[config.mk]
export PLATFORM = sky130hd
export DESIGN_NAME = dbrb_word_unit
export DESIGN_NICKNAME = d
export VERILOG_FILES = /design/src/hdl/dbrb_pkg.sv /design/src/hdl/dbrb_word_unit.sv
export SDC_FILE = /design/constraint.sdc
export NUM_CORES = 1
export LEC_CHECK = 0
export BUFFER_PORTS_ARGS = -buffer_cell sky130_fd_sc_hd__buf_2
export CELL_PAD_IN_SITES_DETAIL_PLACEMENT = 1
export CELL_PAD_IN_SITES_GLOBAL_PLACEMENT = 2
export CORE_MARGIN = 10
export CORE_UTILIZATION = 28
export DETAILED_ROUTE_END_ITERATION = 10
export PLACE_DENSITY_LB_ADDON = 0.1
export SYNTH_ARGS = -nofsm -noshare
export SYNTH_HDL_FRONTEND = slang
export SYNTH_SLANG_ARGS = --single-unit
[constraint.sdc]
create_clock -name vclk -period 24.2
set_input_delay 6.05 -clock vclk [all_inputs]
set_output_delay 6.05 -clock vclk [all_outputs]
set_load 0.02 [all_outputs]
[src/hdl/dbrb_pkg.sv]
// ---------------------------------------------------------------------------
// dbrb_pkg: shared types and constants for the dirty block range bitmap
// holds the map geometry, beat structs and sequencer state encoding
// ---------------------------------------------------------------------------
`timescale 1ns / 1ps

package dbrb_pkg;

  localparam int NUM_BLOCKS = 65536;
  localparam int MAP_WORDS  = (NUM_BLOCKS + 31) / 32;
  localparam int WORD_AW    = (MAP_WORDS > 1) ? $clog2(MAP_WORDS) : 1;
  localparam int WORD_W     = 32;
  localparam int BIT_AW     = 5;
  localparam int BLK_W      = 16;
  localparam int CNT_W      = 17;
  localparam int POP_W      = 6;

  // block count cap, kept within the register width
  localparam logic [CNT_W-1:0] NB_CAP =
    (NUM_BLOCKS > (2 ** CNT_W) - 1) ? {CNT_W{1'b1}} : CNT_W'(NUM_BLOCKS);
  localparam logic [CNT_W-1:0] TOTAL_BLOCKS_RST = CNT_W'(65536);
  localparam logic [WORD_AW-1:0] LAST_WORD = WORD_AW'(MAP_WORDS - 1);

  localparam logic FUNC_MARK  = 1'b0;
  localparam logic FUNC_CLEAR = 1'b1;

  typedef struct packed {
    logic             func;
    logic [BLK_W-1:0] start_block;
    logic [BLK_W-1:0] end_block;
  } req_t;

  typedef struct packed {
    logic [CNT_W-1:0] dirty_count;
    logic [CNT_W-1:0] newly_marked;
  } res_t;

  // per-word control for the word unit
  typedef struct packed {
    logic              first;
    logic              last;
    logic [BIT_AW-1:0] lo;
    logic [BIT_AW-1:0] hi;
  } word_ctl_t;

  typedef enum logic [2:0] {
    ST_INIT,
    ST_IDLE,
    ST_WALK,
    ST_DRAIN,
    ST_CLEAR
  } st_e;

endpackage

[src/hdl/dbrb_word_unit.sv]
// ---------------------------------------------------------------------------
// dbrb_word_unit: word update unit
// builds the range mask for one map word, merges it and counts new marks
// ---------------------------------------------------------------------------
`timescale 1ns / 1ps

module dbrb_word_unit (
  input  dbrb_pkg::word_ctl_t                 ctl_i,
  input  logic [dbrb_pkg::WORD_W-1:0]         rdata_i,
  output logic [dbrb_pkg::WORD_W-1:0]         wdata_o,
  output logic [dbrb_pkg::POP_W-1:0]          pop_o
);

  import dbrb_pkg::*;

  logic [WORD_W-1:0] lo_mask;
  logic [WORD_W-1:0] hi_mask;
  logic [WORD_W-1:0] mask;
  logic [WORD_W-1:0] fresh_bits;

  always_comb begin
    lo_mask    = ctl_i.first ? ({WORD_W{1'b1}} << ctl_i.lo) : {WORD_W{1'b1}};
    hi_mask    = ctl_i.last ? ({WORD_W{1'b1}} >> (BIT_AW'(WORD_W - 1) - ctl_i.hi))
                            : {WORD_W{1'b1}};
    mask       = lo_mask & hi_mask;
    fresh_bits = mask & ~rdata_i;
    wdata_o    = rdata_i | mask;
    pop_o      = POP_W'($countones(fresh_bits));
  end

endmodule

==> impl_metrics.yaml <==
power:
  cellPowerDensity_mw_per_mm2: 109
  power_leakage_nw: 1.08
  peakVddDrop_mv: 0.130
  power_uw: 246
worst_setup_path:
  cp_max_fo: 16
  slowest_stage: "or4_1"
  critPathKind: "in -> out"
  required_ps: 18150
  critPathBufInv: 4
  arrival_ps: 11830
  critPathMostFrequentCell: "fa_1"
  max_stage_delay_ps: 580
  crit_family: "adder cells"
  end_kind: "output port"
  crit_path_start_kind: "input pin"
  path_cells: "buf_2, nand2_1, nand2_1, or4_1, fa_1, fa_1, fa_1, fa_1, fa_1, inv_1, fa_1, ha_1, inv_1, fa_1, nand2b_1, a21oi_1, xor2_1, buf_2"
cells_and_area:
  seq_cells: 0
  layout_commonest_cell: "buf_2"
  fin_util_pct: 35.5
  area_delta_synth_final_pct: 23.6
  nNetsFinal: 386
  final_cell_mix: "buf_2 (82), inv_1 (30), nand2b_1 (25)"
  clkbuf_count: 0
  drive_gt1_share_pct: 26.5
  seq_area_um2: 0
  fillerInstances: 819
  num_antenna_cells: 0
  multi_input_area_mm2: 0.00163
place:
  globalplace.congestion: 0.810
  hpwlAfterDp_mm: 5.96
  dp_slack_ps: 6270
  numPortBuffers: 82
route:
  num_vias: 2000
  drt_wl_total_mm: 6.85
  vias_per_cell: 5.18
  drc_errors: 0
  drtIter0Drc: 131
  wire_per_inst_um: 17.8
  drt_first_pass_iters: 4
  ant_nets: 0
synth:
  synth_fp_nets: 321
  yosysWarnings: 0
  syn_inst: 246
  syn_area_mm2: 0.00182
  avgSynthCellArea_um2: 7.41
  seq_area_frac_synth_pct: 0
  ys_types: 53
sta:
  timing.slew.headroom_pct: 66.3
  finalSetupViolCount: 0
  layout_min_cycle_time_ps: 17880
  fin_setup_tns_ps: 0
  fin_ws_ps: 6320
  slew_violations: 0
  min_period_over_period_pct: 73.9
  hold_viol: 0
  rsz0062_at_grt: "false"
  fmax_mhz: 55.9
  tightest_slew_ps: 505
global_route:
  antenna_found_initial: 0
  grt_max_degree: 22
  grt_pass1_wl_mm: 11.1
  grt_pass1_vias: 2160
  grt-ovfl-total: 0
  track_usage_pct: 13.0
status:
  status: "finished clean"
floorplanning:
  die_x_um: 101
  initial_core_util_pct: 28.7
  rows: 29
  die_y_um: 101
  die_area_mm2: 0.0101
  io_pins: 82
  core_region_area_mm2: 0.00635
clocking:
  postCtsSetupRepairBufs: 0
  ctsHoldBuffers: 0
  cts_resized: 0
run:
  max_cap_violations: 0
min_path:
  hp-class: "in -> out"
## through the flow
step	std cells	area [um2]	hold WS, ps
3_5_place_dp	386	2250	12410
3_3_place_gp	386	2250	12410
5_1_grt	386	2250	12430
6_report	386	2250	12410
4_1_cts	386	2250	12410
2_1_floorplan	246	1820	12260
## power by group
part           switching [mW]  leakage, nW  internal, mW
Combinational           0.149         1.08        0.0979
Clock                       0            0             0
Sequential                  0            0             0
## synthesized netlist by cell type (all sizes together), types with 2 or more instances
master | n | share of area [%]
a211o | 2 | 0.96
a211oi | 3 | 1.2
a21boi | 3 | 1.2
a21o | 2 | 0.82
a21oi | 5 | 1.4
a22oi | 2 | 0.82
a2bb2oi | 3 | 1.4
a311oi | 2 | 0.96
a31oi | 2 | 0.69
a41o | 2 | 1.1
and2 | 3 | 1.0
and3 | 2 | 0.69
buf | 5 | 1.3
clkbuf | 14 | 2.9
fa | 24 | 26
ha | 7 | 4.8
inv | 30 | 6.2
nand2 | 11 | 2.3
nand2b | 25 | 8.6
nand3 | 4 | 1.1
nand4 | 3 | 1.0
nor2 | 11 | 2.3
nor2b | 3 | 1.0
nor3 | 6 | 1.6
o211ai | 4 | 1.6
o21ai | 10 | 2.7
o21bai | 4 | 1.6
o221ai | 3 | 1.4
o2bb2ai | 2 | 0.96
o31ai | 3 | 1.2
o41ai | 2 | 0.96
or2 | 21 | 7.2
or3 | 5 | 1.7
xnor2 | 2 | 0.96
## cell type report
| cell class | instances | area share, % |
|---|---|---|
| Multi-Input combinational cell | 197 | 72.5 |
| Timing Repair Buffer | 82 | 18.2 |
| Inverter | 30 | 5.00 |
| Tap cell | 77 | 4.28 |
## kinds of logic (layout without fill, tap and decap cells)
group | after synthesis | count (layout) | synth area share, %
and+or+nand+nor | 103 | 103 | 32.7
adders and majority gates | 31 | 31 | 31.2
xor gates and xnor gates | 3 | 3 | 1.44
buffers and inverters | 49 | 112 | 10.4
AOI/OAI and AO/OA | 60 | 60 | 24.3
## final timing paths
path                  cells past startpoint          end        start  slack (ps)
worst max-delay path                     18     pop_o[4]    ctl_i[11]        6320
worst min-delay path                      3  wdata_o[27]  rdata_i[27]       12410
## metal layers
layer | GRT usage, % | vias to the layer above | wire length, um
met1 | 17.9 | 959 | 3170
met5 | 0 | - | 0
li1 | - | 971 | -
met2 | 21.4 | 68 | 3140
met3 | 2.54 | 2 | 509
met4 | 0.652 | 0 | 38
## worst min-delay path, cell delays in order
cell	delay, ps
buf_2	80
or2_1	80
buf_2	150
Note: power is estimated with default switching activity, not from simulation.
